**config.mk**
```make
export PLATFORM = sky130hd
export DESIGN_NAME = dtpl_front
export DESIGN_NICKNAME = d
export VERILOG_FILES = /design/src/rtl/dark_theme_pixel_lift_top_assert.svh /design/src/rtl/dtpl_pkg.sv /design/src/rtl/dtpl_front.sv
export SDC_FILE = /design/constraint.sdc
export NUM_CORES = 1
export LEC_CHECK = 0
export BUFFER_PORTS_ARGS = -buffer_cell sky130_fd_sc_hd__buf_2
export CAP_MARGIN = 20
export CORE_UTILIZATION = 45
export DETAILED_ROUTE_END_ITERATION = 6
export PLACE_DENSITY = 0.65
export SLEW_MARGIN = 20
export SYNTH_ARGS = -nofsm -noshare
export SYNTH_HDL_FRONTEND = slang
export SYNTH_SLANG_ARGS = --single-unit
```
**constraint.sdc**
```tcl
create_clock -name aclk -period 10.5 [get_ports aclk]
set_input_delay 2.1 -clock aclk [delete_from_list [all_inputs] [get_ports aclk]]
set_output_delay 2.1 -clock aclk [all_outputs]
set_load 0.1 [all_outputs]
```
**src/rtl/dark_theme_pixel_lift_top_assert.svh**
```systemverilog
// Assertion macros for the pixel lift block.
// Define NO_ASSERTIONS to compile the checks away.
`ifndef DARK_THEME_PIXEL_LIFT_TOP_ASSERT_SVH
`define DARK_THEME_PIXEL_LIFT_TOP_ASSERT_SVH
`ifndef NO_ASSERTIONS
// The condition must hold in the same cycle as the trigger.
`define DTPL_ASSERT_NOW(lbl, ante, cons) \
    lbl: assert property (@(posedge aclk) disable iff (!aresetn) (ante) |-> (cons)) \
        else $error("dark_theme_pixel_lift_top: same-cycle check failed");
// The condition must hold in the cycle after the trigger.
`define DTPL_ASSERT_NEXT(lbl, ante, cons) \
    lbl: assert property (@(posedge aclk) disable iff (!aresetn) (ante) |=> (cons)) \
        else $error("dark_theme_pixel_lift_top: next-cycle check failed");
`else
`define DTPL_ASSERT_NOW(lbl, ante, cons)
`define DTPL_ASSERT_NEXT(lbl, ante, cons)
`endif
`endif

```
**src/rtl/dtpl_pkg.sv**
```systemverilog
package dtpl_pkg;

    localparam int DTPL_CH_W       = 8;
    localparam int DTPL_STR_W      = 17;
    localparam int DTPL_CFG_W      = 17;
    localparam int DTPL_CFG_ADDR_W = 2;
    localparam int DTPL_LANES      = 3;
    localparam int DTPL_Q16_SHIFT  = 16;

    // Amount division: strength * (cutoff - v) / cutoff.
    localparam int DTPL_AMT_NUM_W = DTPL_STR_W + DTPL_CH_W;
    localparam int DTPL_AMT_Q_W   = DTPL_STR_W;

    // Lifted brightness in Q16 after clamping at zero.
    localparam int DTPL_POS_W = 25;

    // Channel scaling: (2*c*pos + v*2^16) >> 17, then divided by v.
    localparam int DTPL_SCL_FULL_W = DTPL_POS_W + DTPL_CH_W + 1;
    localparam int DTPL_SCL_NUM_W  = DTPL_SCL_FULL_W - (DTPL_Q16_SHIFT + 1);
    localparam int DTPL_SCL_Q_W    = DTPL_CH_W + 1;

    localparam logic [DTPL_CH_W-1:0]  DTPL_CUTOFF_RST   = 8'd192;
    localparam logic [DTPL_CH_W-1:0]  DTPL_TARGET_RST   = 8'd224;
    localparam logic [DTPL_STR_W-1:0] DTPL_STRENGTH_RST = 17'd53740;
    localparam logic                  DTPL_ALPHA_RST    = 1'b1;

    typedef enum logic [DTPL_CFG_ADDR_W-1:0] {
        DTPL_REG_CUTOFF   = 2'd0,
        DTPL_REG_TARGET   = 2'd1,
        DTPL_REG_STRENGTH = 2'd2,
        DTPL_REG_ALPHA    = 2'd3
    } dtpl_reg_t;

    typedef struct packed {
        logic [DTPL_CH_W-1:0]  cutoff;
        logic [DTPL_CH_W-1:0]  target;
        logic [DTPL_STR_W-1:0] strength;
        logic                  alpha_present;
    } dtpl_cfg_t;

    typedef struct packed {
        logic [DTPL_CH_W-1:0] red;
        logic [DTPL_CH_W-1:0] green;
        logic [DTPL_CH_W-1:0] blue;
    } dtpl_pix_t;

    // Travels alongside the amount division.
    typedef struct packed {
        dtpl_pix_t            pix;
        logic [DTPL_CH_W-1:0] v;
        logic                 pass;
    } dtpl_front_t;

    // Travels alongside the channel division.
    typedef struct packed {
        dtpl_pix_t pix;
        logic      pass;
    } dtpl_tail_t;

    localparam int DTPL_FRONT_W = $bits(dtpl_front_t);
    localparam int DTPL_TAIL_W  = $bits(dtpl_tail_t);

    function automatic logic [DTPL_CH_W-1:0] dtpl_sat8(input logic [DTPL_SCL_Q_W-1:0] q);
        return q[DTPL_SCL_Q_W-1] ? {DTPL_CH_W{1'b1}} : q[DTPL_CH_W-1:0];
    endfunction

endpackage

```
**src/rtl/dtpl_front.sv**
```systemverilog
module dtpl_front (
    input  logic                                      aclk,
    input  logic                                      aresetn,
    input  logic                                      en,
    input  logic                                      in_valid,
    input  dtpl_pkg::dtpl_pix_t                       in_pix,
    input  logic [dtpl_pkg::DTPL_CH_W-1:0]            in_opacity,
    input  dtpl_pkg::dtpl_cfg_t                       cfg,
    output logic                                      out_valid,
    output logic [dtpl_pkg::DTPL_AMT_NUM_W-1:0]       out_num,
    output dtpl_pkg::dtpl_front_t                     out_side
);

    logic                                s1_valid_reg;
    dtpl_pkg::dtpl_front_t               s1_reg;
    dtpl_pkg::dtpl_front_t               s1_next;
    logic [dtpl_pkg::DTPL_CH_W-1:0]      v_max;

    logic                                s2_valid_reg;
    dtpl_pkg::dtpl_front_t               s2_reg;
    logic [dtpl_pkg::DTPL_CH_W-1:0]      span;
    logic [dtpl_pkg::DTPL_AMT_NUM_W-1:0] num_reg;
    logic [dtpl_pkg::DTPL_AMT_NUM_W-1:0] num_next;

    // Stage one: brightness and the pass decision.
    always_comb begin
        v_max = in_pix.red;
        if (in_pix.green > v_max) begin
            v_max = in_pix.green;
        end
        if (in_pix.blue > v_max) begin
            v_max = in_pix.blue;
        end
        s1_next.pix  = in_pix;
        s1_next.v    = v_max;
        s1_next.pass = (cfg.alpha_present && (in_opacity == '0)) || (v_max >= cfg.cutoff);
    end

    // Stage two: dividend of the amount division. Passing pixels may wrap here;
    // their result is discarded at the end.
    always_comb begin
        span     = cfg.cutoff - s1_reg.v;
        num_next = dtpl_pkg::DTPL_AMT_NUM_W'(cfg.strength)
                 * dtpl_pkg::DTPL_AMT_NUM_W'(span);
    end

    always_ff @(posedge aclk) begin
        if (!aresetn) begin
            s1_valid_reg <= 1'b0;
            s2_valid_reg <= 1'b0;
        end else if (en) begin
            s1_valid_reg <= in_valid;
            s2_valid_reg <= s1_valid_reg;
        end
    end

    always_ff @(posedge aclk) begin
        if (en) begin
            s1_reg  <= s1_next;
            s2_reg  <= s1_reg;
            num_reg <= num_next;
        end
    end

    assign out_valid = s2_valid_reg;
    assign out_num   = num_reg;
    assign out_side  = s2_reg;

endmodule

```
Yosys cells after proc, flatten, opt, wreduce, memory -nomap -nowiden
Cells that the tools add are included.
{ "op_classes": {"magnitude_cmp": 3, "reduce_logical": 3, "mux": 2, "mul": 1, "add_sub_neg": 1} }
{ "ops": {"columns": ["cell", "n"], "rows": [
  ["$mul 17x8->25", 1],
  ["$gt 8x8->1", 2],
  ["$mux 8", 2],
  ["$ge 8x8->1", 1],
  ["$logic_not 8->1", 1],
  ["$sub 8x8->8", 1],
  ["$logic_and 1x1->1", 1],
  ["$logic_or 1x1->1", 1]
]} }
{ "totals": {"reg_bits": 93, "inputBits": 70, "elab_cells": 23} }

Depth between registers and ports, before layout
Gate-level depths: netlist of the first run.
{ "logic_depth": {"ltp_word": 6, "mapped_depth": 26} }

Worst setup path before layout of the first run
Ideal clock, no wire load.
{ "synth_path": {"kind": "input to register", "start": "input cfg[26] (netlist bit)", "end": "register num_reg, in the netlist out_num[24], data pin", "arrival_time_ps": 7606, "slack_ps": 2634, "cell_stages": 24, "cell_sequence": "inv_1 -> ha_1 -> fa_1 -> nor2b_1 -> o21ai_1 -> a21boi_0 -> o21ai_1 -> a21boi_1 -> clkbuf_1 -> nor3b_1 -> fa_1 -> fa_1 -> fa_1 -> inv_1 -> fa_1 -> inv_1 -> ha_1 -> clkdlybuf4s15_2 -> nand2_1 -> or4_4 -> a211oi_2 -> nor2_1 -> a221oi_2 -> xnor2_1"} }
{ "synth_via": {"elab_chain_cells": 2} }
{ "synth_rtl": {"columns": ["item", "line", "text"], "rows": [
  ["from (decl)", "dtpl_front.sv:8", "input dtpl_pkg::dtpl_cfg_t cfg,"],
  ["$sub 8x8->8", "dtpl_front.sv:42", "span = cfg.cutoff - s1_reg.v;"],
  ["$mul 17x8->25", "dtpl_front.sv:44", "* dtpl_pkg::DTPL_AMT_NUM_W'(span);"],
  ["via num_next (one bit)", "dtpl_front.sv:23", "logic [dtpl_pkg::DTPL_AMT_NUM_W-1:0] num_next;"],
  ["to (signal assigned)", "dtpl_front.sv:61", "num_reg <= num_next;"],
  ["to (decl)", "dtpl_front.sv:22", "logic [dtpl_pkg::DTPL_AMT_NUM_W-1:0] num_reg;"]
]} }
The timed path passes the listed nets, and every way through them passes these cells.
A chain may end at the register's enable or synchronous reset.

Final worst setup path of the first run
{ "layout_path": {"start": "input cfg[26] (netlist bit)", "end": "register num_reg, in the netlist out_num[18], data pin"} }
The elaborated chain is that of the path after synthesis.

==> results of run 1 <==
[routing by layer]
metal / vias up / wire length (um) / GRT usage (%)
met3: 14 / 636 / 3.06
met5: - / 0 / 0
met2: 109 / 9650 / 36.0
met1: 3041 / 7860 / 24.7
met4: 0 / 144 / 4.24
li1: 3021 / - / -
[kinds of logic after synthesis]
kind of cell | synth area share [%]
XOR/XNOR | 1.98
AO/OA/AOI/OAI | 9.14
adder cells (fa/ha/maj) | 31.5
buffers and inverters | 7.85
flip-flops | 31.4
multiplexers | 2.19
AND/OR/NAND/NOR | 16.0
[synthesized netlist by cell type, types with 5 or more instances]
cell type	count	area share [%]
nand3_1	13	0.74
fa_1	91	21
a21o_1	17	1.4
or3b_2	6	0.59
inv_1	147	6.2
mux2i_1	16	1.8
buf_4	5	0.42
o21a_1	7	0.59
a21oi_1	24	1.4
edfxtp_1	91	31
xnor2_1	15	1.5
nor3_1	7	0.40
clkbuf_1	12	0.51
xor2_1	5	0.50
and2_1	46	3.3
nand4_1	5	0.35
nor2_1	29	1.2
nor2b_1	25	1.8
ha_1	77	11
nand2_1	60	2.5
o21ai_0	15	0.85
nand2b_1	23	1.6
nor3b_1	28	2.4
a31oi_1	14	0.99
[path summary, 6_finish.rpt]
kind | startpoint | to | slack [ns] | depth (start not counted)
setup / recovery | cfg[26] | out_num[18] | 2.23 | 23
hold / removal | s1_reg[30] | out_side[30] | 0.41 | 0
setup reg to reg | s1_reg[1] | out_num[18] | 3.70 | 21
hold reg to reg | s1_reg[30] | out_side[30] | 0.41 | 0
[placed cells by master (no fill, tap or decap), drive strengths merged, types with 7 or more instances in the layout]
master,instances
a31oi,14
o21ai,19
ha,77
fa,91
and2,46
clkbuf,10
inv,149
a21o,19
nor2b,25
o21a,7
nand2,61
nor2,29
nand2b,23
mux2i,16
buf,128
nand3,13
edfxtp,91
nor3,7
a21oi,24
nor3b,29
xnor2,15
[layout make-up]
cell class | instances | area share [%]
multi-input combinational | 574 | 53.9
sequential | 93 | 27.7
timing repair buffer | 128 | 6.63
inverter | 147 | 5.51
tap | 260 | 3.25
clock buffer | 10 | 2.29
clock inverter | 6 | 0.688
[worst max-delay path, stage by stage]
cell and delay, ns:
buf_2 0.10, inv_1 0.06, ha_1 0.20, fa_1 0.40, nor2b_1 0.13, o21ai_1 0.09
a21boi_0 0.28, o21ai_1 0.13, a21boi_2 0.70, or3b_2 0.27, fa_1 0.44, fa_1 0.54
inv_1 0.06, fa_1 0.53, inv_1 0.05, fa_1 0.52, inv_1 0.04, ha_1 0.33
a21oi_1 0.36, a21oi_1 0.22, o41ai_4 0.47, o21ai_0 0.17, xor2_1 0.17
[through the flow]
step / std cells / worst slack, ns / util [%] / cell area, um2
after global placement: 1202 / 1.89 / 51.2 / 9710
after detailed placement: 1202 / 1.90 / 51.2 / 9710
final: 1218 / 2.23 / 52.8 / 10000
after floorplan: 838 / 2.63 / - / 8840
after CTS: 1218 / 2.24 / 52.8 / 10000
after global routing: 1218 / 1.82 / 52.8 / 10000
==> impl_metrics.yaml, run 1 <==
drt:
  antenna_left: 0
  drt_iter0_markers: 260
  wirelength_um: 18300
  firstDrtPassIters: 5
  wl_per_cell_um: 15.0
  viasPerCell: 5.08
  vias: 6185
  route.detailed.drc: 0
critical_path:
  path_class: "in2reg"
  cp-end-kind: "flip-flop"
  crit_required_ns: 10.59
  crit_path_max_fanout: 17
  cp.arrival_ns: 8.36
  start_kind: "input pin"
floorplan:
  initial_utilization_pct: 46.6
  die_area_um2: 20200
  die_w_um: 142
  coreArea_um2: 19000
  die_y_um: 142
  rows: 50
  pin_count: 129
cts:
  postCtsSetupBuffers: 0
  h-tree-depth: 3
  cts_hold_buf: 0
  root_buffer: "clkbuf_16"
  cts_tree: "built"
  clock_sinks: 93
  clkTransAtPathRegs_ns: 0.07
  worstSkewPairLatency_ns: 0.34
  clock_path_buffers: 2
  cts_inserted_buffers: 9
  ctsResizeCount: 0
synth:
  ys_warn_count: 0
  async_flop_share_pct: 0
  syn_area_per_cell_um2: 10.6
  synth_ff_type: "edfxtp_1"
  ys_ff_latch: 93
  synth_edf_count: 91
  yosysSeqAreaShare_pct: 31.4
  synthCells: 838
  yosys.cell_types.count: 62
  syn_nets: 1076
  syn_area_um2: 8840
finish:
  n_antenna_cell: 0
  n_fill_cell: 1734
  multiInputGateArea_um2: 5400
  nets: 1191
  area_growth_pct: 13.2
  regArea_um2: 2770
  drive_gt1_share_pct: 17.8
sta:
  finalCritPeriodShare_pct: 78.8
  fin_skew_ns: 0.00739
  max_freq_mhz: 121
  relSlewSlack_pct: 39.4
  final_max_slew_viol_count: 0
  fin_tns_setup_ns: 0
  grt_setup_unrepaired: "false"
  worst_pin_slew_ns: 0.904
  finalHoldViolCount: 0
  hold_ws_ns: 0.414
  min_period_ns: 8.27
  setup_viol: 0
grt:
  antenna_found_initial: 0
  grt_max_degree: 66
  grtUsageTotal_pct: 19.8
  grt-ovfl-total: 0
  grt_pass1_vias: 6395
  grt_pass1_wl_um: 31100
run_status:
  status: "finished, final reports clean"
place:
  portBuffers: 120
  dpl.hpwl_um: 14500
  place_congestion: 0.860
worst_hold_path:
  hold_path.class: "reg2reg"
run:
  maxCapViolations: 0
Power of run 1 is not shown: default switching activity piles up to over one toggle a cycle in this logic, so the estimate is an artifact.
==> run 2: changes to the inputs <==
--- a/config.mk
+++ b/config.mk
@@ -5,6 +5,7 @@
 export SDC_FILE = /design/constraint.sdc
 export NUM_CORES = 1
 export LEC_CHECK = 0
+export ABC_AREA = 1
 export BUFFER_PORTS_ARGS = -buffer_cell sky130_fd_sc_hd__buf_2
 export CAP_MARGIN = 20
 export CORE_UTILIZATION = 45
==> constraint.sdc (replaced) <==
create_clock -name aclk -period 8.1 [get_ports aclk]
set_input_delay 1.62 -clock aclk [delete_from_list [all_inputs] [get_ports aclk]]
set_output_delay 1.62 -clock aclk [all_outputs]
set_load 0.1 [all_outputs]
==> run 2 against run 1 <==
Compared with the run above:
- design area fell by 2.5%
- clock skew increased by 0.0011 ns
- core utilization is 0.60 points lower
- setup slack lost 0.86 ns
- sequential cell count unchanged
- critical endpoint is now out_num[23]
- highest routed layer is now met5
==> impl_metrics.yaml, run 2 <==
run_status:
  status: "finished, final reports clean"
synth:
  synthTopCellsByArea: "edfxtp_1 (32%), fa_1 (21%), ha_1 (11%)"
  synth_edf_count: 91
  synth_top_area_cell: "edfxtp_1"
  async_flop_share_pct: 0
  synth_ff_type: "edfxtp_1"
  syn_nets: 1215
  syn_area_per_cell_um2: 8.79
  yosysSeqAreaShare_pct: 32.3
  synth.most_common_cell: "inv_1"
  syn_area_um2: 8590
  synth.cells.most_frequent: "inv_1 (232), nand2_1 (208), nor2_1 (131)"
  synth_top_cell_area_share_pct: 31.8
  synthCells: 977
  ys_warn_count: 0
  yosys.cell_types.count: 37
  ys_ff_latch: 93
sta:
  worst_pin_slew_ns: 0.863
  setup_viol: 0
  fin_skew_ns: 0.00849
  fin_tns_setup_ns: 0
  grt_setup_unrepaired: "false"
  final_max_slew_viol_count: 0
  relSlewSlack_pct: 42.5
  finalCritPeriodShare_pct: 83.1
  min_period_ns: 6.73
  finalHoldViolCount: 0
  max_freq_mhz: 149
critical_path:
  cp.arrival_ns: 6.85
  cpMaxStageDelayCell: "fa_1"
  cp_common_cell: "inv_1"
  cpPeakStageDelay_ns: 0.54
  crit_required_ns: 8.22
  crit_path_max_fanout: 13
  crit_buf_inv: 8
  cp-end-kind: "flip-flop"
  start_kind: "input pin"
  worst_path_dominant_cell_family: "adder cells"
  path_class: "in2reg"
grt:
  grt-ovfl-total: 0
  grt_pass1_wl_um: 31600
  grtUsageTotal_pct: 20.8
  grt_pass1_vias: 6536
  grt_max_degree: 72
  antenna_found_initial: 4
drt:
  firstDrtPassIters: 4
  wl_per_cell_um: 14.3
  antenna_left: 0
  wirelength_um: 19100
  route.detailed.drc: 0
  viasPerCell: 4.86
  vias: 6521
  drt_iter0_markers: 273
floorplan:
  die_y_um: 140
  rows: 50
  die_area_um2: 19600
  die_w_um: 140
  pin_count: 129
  coreArea_um2: 18700
  initial_utilization_pct: 45.9
finish:
  regArea_um2: 2770
  layout_commonest_cell: "inv_1"
  nets: 1339
  n_fill_cell: 1765
  multiInputGateArea_um2: 4870
  final_cell_mix: "inv_1 (232), nand2_1 (208), nor2_1 (131)"
  drive_gt1_share_pct: 13.8
  area_growth_pct: 13.6
cts:
  cts_inserted_buffers: 9
  postCtsSetupBuffers: 0
  clkTransAtPathRegs_ns: 0.08
  worstSkewPairLatency_ns: 0.36
  h-tree-depth: 3
  root_buffer: "clkbuf_16"
  ctsResizeCount: 0
  clock_sinks: 93
  clock_path_buffers: 2
  cts_hold_buf: 0
  cts_tree: "built"
place:
  dpl.hpwl_um: 15700
  portBuffers: 120
  place_congestion: 0.913
worst_hold_path:
  hold_path.class: "reg2reg"
run:
  maxCapViolations: 0
-- run 2: area by class of cell --
| type | count | share of cell area [%] |
|---|---|---|
| Antenna cell | 3 | 0.0769 |
| Clock buffer | 9 | 2.31 |
| Clock inverter | 7 | 0.885 |
| Inverter | 236 | 9.08 |
| Multi-Input combinational cell | 639 | 49.9 |
| Sequential cell | 93 | 28.4 |
| Tap cell | 234 | 3.00 |
| Timing Repair Buffer | 122 | 6.33 |
-- run 2: layer usage --
layer	vias to the layer above	GRT usage, %	routed length, um
met3	27	4.68	1110
met4	2	6.77	395
li1	3248	-	-
met1	3078	25.2	8310
met5	-	0	11
met2	166	36.5	9320
-- run 2: logic make-up (layout without fill, tap and decap cells) --
| logic type | Yosys count | after routing | share of synthesized area (%) |
|---|---|---|---|
| flops | 93 | 93 | 32.3 |
| buf+inv | 245 | 374 | 11.0 |
| other cells | 0 | 3 | 0 |
| xor+xnor | 18 | 18 | 2.01 |
| compound gates | 44 | 44 | 2.93 |
| simple gates | 409 | 409 | 19.4 |
| fa+ha+maj | 168 | 168 | 32.4 |
-- run 2: path summary, 6_finish.rpt --
check | to | slack, ns | depth (start not counted) | from
setup reg to reg | out_num[17] | 2.35 | 22 | s1_reg[3]
hold / removal | out_side[32] | 0.42 | 0 | s1_reg[32]
setup / recovery | out_num[23] | 1.37 | 25 | cfg[26]
hold reg to reg | out_side[32] | 0.42 | 0 | s1_reg[32]
-- run 2: metrics by stage --
step	cells	util [%]	cell area (um2)	hold WS, ns	setup WS [ns]
3_5_place_dp	1324	50.5	9440	0.406	1.03
3_3_place_gp	1324	50.5	9440	0.401	1.00
2_1_floorplan	977	-	8590	0.400	1.70
5_1_grt	1341	52.2	9760	0.431	1.02
4_1_cts	1340	52.1	9750	0.421	1.37
6_report	1343	52.2	9760	0.421	1.37
-- run 2: worst reg2reg max path: stages (launching register included) --
cell and delay (ns):
edfxtp_1 0.38, inv_1 0.05, ha_1 0.35, a21oi_1 0.22, o21ai_2 0.14, a21oi_2 0.23
xor2_2 0.58, nor2_1 0.15, fa_1 0.54, fa_1 0.53, fa_1 0.54, inv_1 0.05
fa_1 0.52, inv_1 0.04, ha_1 0.34, nand2_1 0.15, inv_1 0.05, a21oi_1 0.14
nand3_1 0.22, nand2_1 0.15, nand2_1 0.06, nand2_1 0.05, nand2_1 0.04
Power of run 2 is left out for the same reason.
==> run 3: changes to the inputs <==
--- a/config.mk
+++ b/config.mk
@@ -10,7 +10,7 @@
 export CAP_MARGIN = 20
 export CORE_UTILIZATION = 45
 export DETAILED_ROUTE_END_ITERATION = 6
-export PLACE_DENSITY = 0.65
+export PLACE_DENSITY = 0.68
 export SLEW_MARGIN = 20
 export SYNTH_ARGS = -nofsm -noshare
 export SYNTH_HDL_FRONTEND = slang
==> constraint.sdc (replaced) <==
create_clock -name aclk -period 6.15 [get_ports aclk]
set_input_delay 1.23 -clock aclk [delete_from_list [all_inputs] [get_ports aclk]]
set_output_delay 1.23 -clock aclk [all_outputs]
set_load 0.1 [all_outputs]
==> run 3 against run 2 <==
Compared with the run above:
- setup slack lost 1.1 ns
- clock skew grew 0.0054 ns
- hold slack lost 0.0088 ns
- via count grew 5.1%
- non-clock buffer count grew 64
- cell count grew 4.5%
- count of clock-buffer cells in the layout is the same
- critical path type unchanged
- highest routed layer is now met4
==> impl_metrics.yaml, run 3 (synthesized netlist as in run 2, its figures left out) <==
grt:
  antenna_found_initial: 2
  grt-ovfl-total: 0
  grt_pass1_vias: 6749
  grt_max_degree: 58
  grtUsageTotal_pct: 20.6
  grt_pass1_wl_um: 31300
sta:
  fin_skew_ns: 0.0139
  finalCritPeriodShare_pct: 96.4
  setup_viol: 0
  relSlewSlack_pct: 50.5
  worst_pin_slew_ns: 0.742
  final_max_slew_viol_count: 0
  hold_ws_ns: 0.412
  finalHoldViolCount: 0
  min_period_ns: 5.93
  max_freq_mhz: 169
finish:
  drive_gt1_share_pct: 21.1
  layout_commonest_cell: "inv_1"
  n_antenna_cell: 0
  nets: 1403
  regArea_um2: 2770
  final_cell_mix: "inv_1 (231), nand2_1 (199), nor2_1 (124)"
  multiInputGateArea_um2: 5020
  area_growth_pct: 20.9
  final_area_um2: 10400
  n_fill_cell: 1628
critical_path:
  crit_path_max_fanout: 8
  start_kind: "input pin"
  r2r_cells: 21
  crit_required_ns: 6.25
  cp.arrival_ns: 6.03
  path_class: "in2reg"
  cp-end-kind: "flip-flop"
cts:
  cts_inserted_buffers: 9
  cts_tree: "built"
  root_buffer: "clkbuf_16"
  clkTransAtPathRegs_ns: 0.08
  clock_path_buffers: 2
  cts_hold_buf: 0
  h-tree-depth: 3
  worstSkewPairLatency_ns: 0.36
  clock_sinks: 93
worst_hold_path:
  hold_path.class: "reg2reg"
  hold_depth: 0
floorplan:
  coreArea_um2: 18700
  die_y_um: 140
  initial_utilization_pct: 45.9
  die_w_um: 140
  die_area_um2: 19600
  rows: 50
  pin_count: 129
place:
  portBuffers: 120
  placed_cell_area_um2: 9940
  dpl.hpwl_um: 15900
  place_congestion: 0.918
drt:
  vias: 6854
  drt_iter0_markers: 341
  wl_per_cell_um: 13.9
  viasPerCell: 4.88
  antenna_left: 0
  wirelength_um: 19600
  firstDrtPassIters: 5
  route.detailed.drc: 0
run:
  maxCapViolations: 0
run_status:
  status: "finished, final reports clean"
run 3: changes by cell type in the layout (fill, tap and decap cells not counted), sizes merged:
| cell | before | now |
|---|---|---|
| inv | 237 | 236 |
| buf | 122 | 186 |
| clkinvlp | 0 | 1 |
| diode | 3 | 0 |
run 3: through the flow:
stage / worst slack (ns) / util, % / instances / TNS [ns]
floorplan: 0.142 / - / 977 / 0
global placement: -0.204 / 53.1 / 1387 / -2.03
detailed placement: -0.282 / 53.1 / 1387 / -3.14
CTS: 0.100 / 54.7 / 1403 / 0
global route: -0.00290 / 55.5 / 1404 / -0.00346
finish: 0.221 / 55.5 / 1404 / 0
run 3: path summary, 6_finish.rpt:
check / startpoint / end / slack [ns]
setup / recovery: cfg[26] / out_num[13] / 0.22
hold / removal: s1_reg[16] / out_side[16] / 0.41
setup reg to reg: s1_reg[1] / out_num[13] / 0.78
hold reg to reg: s1_reg[16] / out_side[16] / 0.41
run 3: layer usage:
metal  wire, um  GRT usage (%)
met1       8470           24.8
met3        958           3.66
met5          0              0
met4        584           7.98
met2       9540           36.6
run 3: layout make-up:
cell class	count	area share [%]
multi-input cells	639	48.3
flip-flops and latches	93	26.7
repair buffers	186	10.8
inverters	236	8.53
well taps	234	2.82
clock buffers	9	2.17
clock inverters	7	0.662
run 3: critical path, cell delays in order:
cell and delay [ns]:
buf_2 0.10, inv_1 0.05, ha_1 0.20, fa_2 0.35
inv_1 0.09, a31oi_1 0.11, or2_2 0.33, nand2_4 0.09
buf_12 0.12, nor2_1 0.06, fa_1 0.56, fa_1 0.44
fa_1 0.54, inv_1 0.05, fa_1 0.52, inv_1 0.04
ha_1 0.36, nand2_2 0.13, inv_1 0.06, a21oi_2 0.14
nand3_2 0.14, buf_4 0.17, xor2_1 0.14
run 3: what timing repair did:
action | CTS | global route
gates resized for setup | 0 | 31
setup endpoints to repair | 0 | 13
setup buffers | 0 | 1
Power of run 3 is left out for the same reason.
